File: config.mk
export PLATFORM = sky130hd
export DESIGN_NAME = hvn_norm
export DESIGN_NICKNAME = d
export VERILOG_FILES = /design/src/design/hvn_pkg.sv /design/src/design/hvn_norm.sv
export SDC_FILE = /design/constraint.sdc
export NUM_CORES = 2
export LEC_CHECK = 0
export BUFFER_PORTS_ARGS = -buffer_cell sky130_fd_sc_hd__buf_2
export CAP_MARGIN = 20
export CELL_PAD_IN_SITES_DETAIL_PLACEMENT = 2
export CELL_PAD_IN_SITES_GLOBAL_PLACEMENT = 2
export CORE_MARGIN = 4
export CORE_UTILIZATION = 46
export DETAILED_ROUTE_END_ITERATION = 8
export GPL_ROUTABILITY_DRIVEN = 1
export GPL_TIMING_DRIVEN = 1
export PLACE_DENSITY_LB_ADDON = 0.1
export SLEW_MARGIN = 20
export SYNTH_ARGS = -nofsm -noshare
export SYNTH_HDL_FRONTEND = slang
export SYNTH_SLANG_ARGS = --single-unit
File: constraint.sdc
create_clock -name clk -period 24.2 [get_ports clk]
set_clock_uncertainty 0.05 [all_clocks]
set_input_delay 4.84 -clock clk [delete_from_list [all_inputs] [get_ports clk]]
set_output_delay 4.84 -clock clk [all_outputs]
set_load 0.01 [all_outputs]
File: src/design/hvn_pkg.sv
// ----------------------------------------------------------------------------
// hvn_pkg
// Shared types and constants of the heightmap vertex normal engine.
// ----------------------------------------------------------------------------
`default_nettype none
package hvn_pkg;
  localparam logic OP_WRITE = 1'b0;
  localparam logic OP_QUERY = 1'b1;

  localparam logic [1:0] CFG_ROWS  = 2'd0;
  localparam logic [1:0] CFG_COLS  = 2'd1;
  localparam logic [1:0] CFG_SCALE = 2'd2;

  // accumulated vector width: |x|,|z| <= 6*255*255, y <= 6*255
  localparam int ACC_W = 20;
  localparam int SQ_W  = 40;

  typedef struct packed {
    logic signed [ACC_W-1:0] x;
    logic signed [ACC_W-1:0] y;
    logic signed [ACC_W-1:0] z;
  } vec_t;
endpackage
`default_nettype wire

File: src/design/hvn_norm.sv
// ----------------------------------------------------------------------------
// hvn_norm
// Normalizer: one component per pass, binary search of up to 16 steps for the
// largest n with (2n-1)^2*S <= a^2*2^32, multiplies split over cycles.
// ----------------------------------------------------------------------------
`default_nettype none
module hvn_norm
  import hvn_pkg::*;
(
  input  wire              clk,
  input  wire              rst_n,
  input  wire              start,
  input  wire vec_t        vec,
  output logic             done,
  output logic [15:0]      nx,
  output logic [15:0]      ny,
  output logic [15:0]      nz
);
  localparam logic [2:0] S_IDLE = 3'd0;
  localparam logic [2:0] S_SQ   = 3'd1;
  localparam logic [2:0] S_SUM  = 3'd2;
  localparam logic [2:0] S_KK   = 3'd3;
  localparam logic [2:0] S_MUL  = 3'd4;
  localparam logic [2:0] S_CMP  = 3'd5;
  localparam logic [2:0] S_FIN  = 3'd6;
  localparam logic [2:0] S_MUL2 = 3'd7;

  logic [2:0]  state_r;
  vec_t        vec_r;
  logic [1:0]  comp_r;
  logic [1:0]  sqi_r;
  logic [SQ_W-1:0] sq_r, ax2_r, sqp_r;
  logic [15:0] lo_r, hi_r;
  logic [31:0] kk_r;
  logic [72:0] prod_r;
  logic [15:0] nx_r, ny_r, nz_r;

  logic signed [ACC_W-1:0] cur;
  logic [ACC_W-1:0] acur;
  logic [15:0] mid;
  logic [16:0] k;
  logic [15:0] nsat;
  logic [15:0] nsig;

  always_comb begin
    case (comp_r)
      2'd0:    cur = vec_r.x;
      2'd1:    cur = vec_r.y;
      default: cur = vec_r.z;
    endcase
    acur = cur[ACC_W-1] ? ACC_W'(-cur) : ACC_W'(cur);
    // mid = ceil((lo+hi)/2), hi up to 32768 held as 16 bits plus overflow
    mid  = 16'((17'(lo_r) + 17'(hi_r) + 17'd1) >> 1);
    k    = {mid, 1'b0} - 17'd1;
    nsat = (lo_r > 16'd32767) ? 16'd32767 : lo_r;
    nsig = cur[ACC_W-1] ? 16'(-nsat) : nsat;
  end

  always_ff @(posedge clk) begin
    if (!rst_n) begin
      state_r <= S_IDLE;
      done    <= 1'b0;
    end else begin
      done <= (state_r == S_KK) && (lo_r == hi_r) && (comp_r == 2'd2);
      unique case (state_r)
        S_IDLE: if (start) begin
          vec_r   <= vec;
          comp_r  <= 2'd0;
          sqi_r   <= 2'd0;
          sq_r    <= '0;
          state_r <= S_SQ;
        end
        S_SQ: begin
          // square of the current component into sqp, summed into sq in S_SUM
          sqp_r   <= SQ_W'(acur) * SQ_W'(acur);
          state_r <= S_SUM;
        end
        S_SUM: begin
          sq_r <= sq_r + sqp_r;
          if (sqi_r == 2'd2) begin
            comp_r  <= 2'd0;
            state_r <= S_FIN;
            lo_r    <= '0;
            hi_r    <= 16'd32768;
          end else begin
            sqi_r   <= sqi_r + 2'd1;
            comp_r  <= comp_r + 2'd1;
            state_r <= S_SQ;
          end
        end
        S_FIN: begin
          // start of a component: a^2
          ax2_r   <= SQ_W'(acur) * SQ_W'(acur);
          lo_r    <= '0;
          hi_r    <= 16'd32768;
          state_r <= S_KK;
        end
        S_KK: begin
          if (lo_r == hi_r) begin
            unique case (comp_r)
              2'd0:    nx_r <= nsig;
              2'd1:    ny_r <= nsig;
              default: nz_r <= nsig;
            endcase
            if (comp_r == 2'd2) begin
              state_r <= S_IDLE;
            end else begin
              comp_r  <= comp_r + 2'd1;
              state_r <= S_FIN;
            end
          end else begin
            kk_r    <= 32'(k) * 32'(k);
            state_r <= S_MUL;
          end
        end
        S_MUL: begin
          // k^2*S as two 32x20 partial products
          prod_r  <= 73'(kk_r) * 73'(sq_r[SQ_W/2-1:0]);
          state_r <= S_MUL2;
        end
        S_MUL2: begin
          prod_r  <= prod_r + ((73'(kk_r) * 73'(sq_r[SQ_W-1:SQ_W/2])) << (SQ_W/2));
          state_r <= S_CMP;
        end
        S_CMP: begin
          if (prod_r <= {1'b0, ax2_r, 32'd0}) lo_r <= mid;
          else hi_r <= mid - 16'd1;
          state_r <= S_KK;
        end
        default: state_r <= S_IDLE;
      endcase
    end
  end

  assign nx = nx_r;
  assign ny = ny_r;
  assign nz = nz_r;
endmodule
`default_nettype wire

==> reports/results.ini <==
[timing]
tightest_slew_ns=1.08
finalCritPeriodShare_pct=46.5
fmax_ghz=0.0890
tns_ns=0
period_minus_slack_ns=11.24
rsz0062_at_grt=false
drv_slew=0
slew_headroom_pct=27.0
hold_slack_ns=0.549
setup_violations=0
hold_viol_final=0

[clocking]
cts-root-buf=clkbuf_16
clock_sinks=368
post_cts_resized=0
clkTransAtPathRegs_ns=0.06
clk_latency_ns=0.65
cts_setup_buffers=0
cts_tree=built
htreeDepth=2
clockBufferDepth=3
cts_buffers=48
ctsHoldBuffers=0

[critical_path]
crit_fanout=26
cp_slowest_cell=xnor2_1
arrival_ns=11.56
critPathCaptureType=register
cp.required_ns=24.52
critical-path-max-stage-delay_ns=0.85
path_class=reg2reg
cp_common_cell=inv_1
startpoint_type=register

[synthesis]
ys_seq_area_share_pct=14.1
synth-async-reset-ratio_pct=0
ys_types=107
syn_area_per_cell_sq_um=9.32
synth_area_sq_um=78300
synth_cells=8402
ys_ff_latch=368
synthFlopType=edfxtp_1
synth_enable_flop_cells=364
yosys_warnings=0

[placement]
dp_hpwl_mm=220
io_buffers=111
placed_cells=10500
place.gp.congestion=0.887

[floorplanning]
start_util_pct=46.3
core_region_area_sq_um=169000
die_w_microns=421
die_h_microns=421
ioPinCount=112
fp-row-count=151
die-area_sq_um=177000

[cells_and_area]
final_util_pct=49.1
layout-drive-gt1-share_pct=4.94
multi_input_area_sq_um=59300
area_growth_pct=6.06
final_cells=10600
final.fill_count=17900
nets=10600
layout_common_cells=inv_1, fa_1, nand2_1
layout_commonest_cell=inv_1
seqCellArea_sq_um=11000

[grt]
grt_max_degree=61
track_usage_pct=32.2
grt-ovfl-total=0
antenna_found_initial=14
grt_pass1_vias=71500
grt_first_pass_wirelength_mm=434

[drt]
vias=59600
viasPerCell=5.61
dr.pass1.iters=5
wl_per_cell_microns=26.2
postRouteWirelength_mm=278
drc_errors=0
drt-initial-drc-count=3268
ant_nets=0

[flow_run]
cap_violations=0

[worst_hold_path]
min_path_type=reg2reg

[status]
status=complete, no violations

==> worst paths after layout <==
| path | start | to | slack (ns) | depth (start not counted) |
|---|---|---|---|---|
| max | comp_r[0]$_SDFFCE_PN0P_ | sqp_r[36]$_DFFE_PP_ | 12.96 | 37 |
| min | sqi_r[0]$_SDFFCE_PN0P_ | sqi_r[0]$_SDFFCE_PN0P_ | 0.55 | 1 |
| max reg2reg | comp_r[0]$_SDFFCE_PN0P_ | sqp_r[36]$_DFFE_PP_ | 12.96 | 37 |
| min reg2reg | sqi_r[0]$_SDFFCE_PN0P_ | sqi_r[0]$_SDFFCE_PN0P_ | 0.55 | 1 |
==> cell type report <==
type / count / area share (%)
Antenna cell: 7 / 0.0211
Clock buffer: 58 / 1.49
Clock inverter: 29 / 0.345
Inverter: 1830 / 8.27
Multi-Input combinational cell: 5872 / 71.3
Sequential cell: 368 / 13.3
Tap cell: 2218 / 3.34
Timing Repair Buffer: 250 / 1.94
==> synth_stat cells (24+ instances only) <==
master	n	area share (%)
inv_1	1810	8.7
fa_1	1494	38
nand2_1	1036	5.0
ha_1	713	11
and2_1	443	3.5
nor2_1	429	2.1
edfxtp_1	364	14
clkbuf_1	338	1.6
a21oi_1	298	1.9
a21o_1	203	1.9
xnor2_1	188	2.1
o21ai_0	164	1.0
xor2_1	100	1.1
nand3_1	78	0.50
nand2b_1	59	0.47
nor3_1	54	0.35
nand4_1	51	0.41
a31oi_1	45	0.36
o21a_1	40	0.38
nor2b_1	36	0.29
and3_1	33	0.26
o21bai_1	24	0.23
==> per-stage QoR <==
stage                     setup WS (ns)  instance area [sq um]
after CTS                         12.92                  83100
after global placement            13.26                  81500
after global routing              12.32                  83100
after floorplan                   14.26                  78500
after detailed placement          12.97                  81500
final                             12.96                  83100
==> flip-flops by register name, summed over array words and instances (netlist names) <==
| signal | cells |
|---|---|
| ax2_r | 39 |
| comp_r | 2 |
| done | 1 |
| hi_r | 16 |
| kk_r | 29 |
| lo_r | 16 |
| nx | 16 |
| ny | 16 |
| nz | 16 |
| prod_r | 73 |
| sq_r | 40 |
| sqi_r | 2 |
| sqp_r | 39 |
| state_r | 3 |
| vec_r | 60 |
==> per-layer routing <==
metal / global-route usage, % / up-vias / routed length (microns)
met2: 57.7 / 1417 / 141000
met4: 8.55 / 6 / 7920
met5: 0 / - / 39
met3: 3.57 / 402 / 12300
met1: 41.2 / 31900 / 117000
li1: - / 25800 / -
==> critical path: cells and delay by family (launching register included) <==
kind	cells	cell delay, ns
XOR/XNOR	2	0.95
buffers and inverters	10	1.71
AO/OA/AOI/OAI	11	2.51
AND/OR/NAND/NOR	5	1.31
adder cells (fa/ha/maj)	9	4.03
flip-flops	1	0.36
==> cell families (layout without fill, tap and decap cells) <==
group	count (synthesis)	count (layout)	synth area share [%]
and+or+nand+nor	2320	2320	13.8
DFF	368	368	14.1
buffers and inverters	2204	2167	10.6
muxes	14	14	0.196
xor gates and xnor gates	292	292	3.30
adders and majority gates	2207	2207	49.6
AOI/OAI and AO/OA	995	995	8.40
other	2	51	0.00959
Power is not shown: default switching activity piles up to over one toggle a cycle in this logic, so the estimate is an artifact.
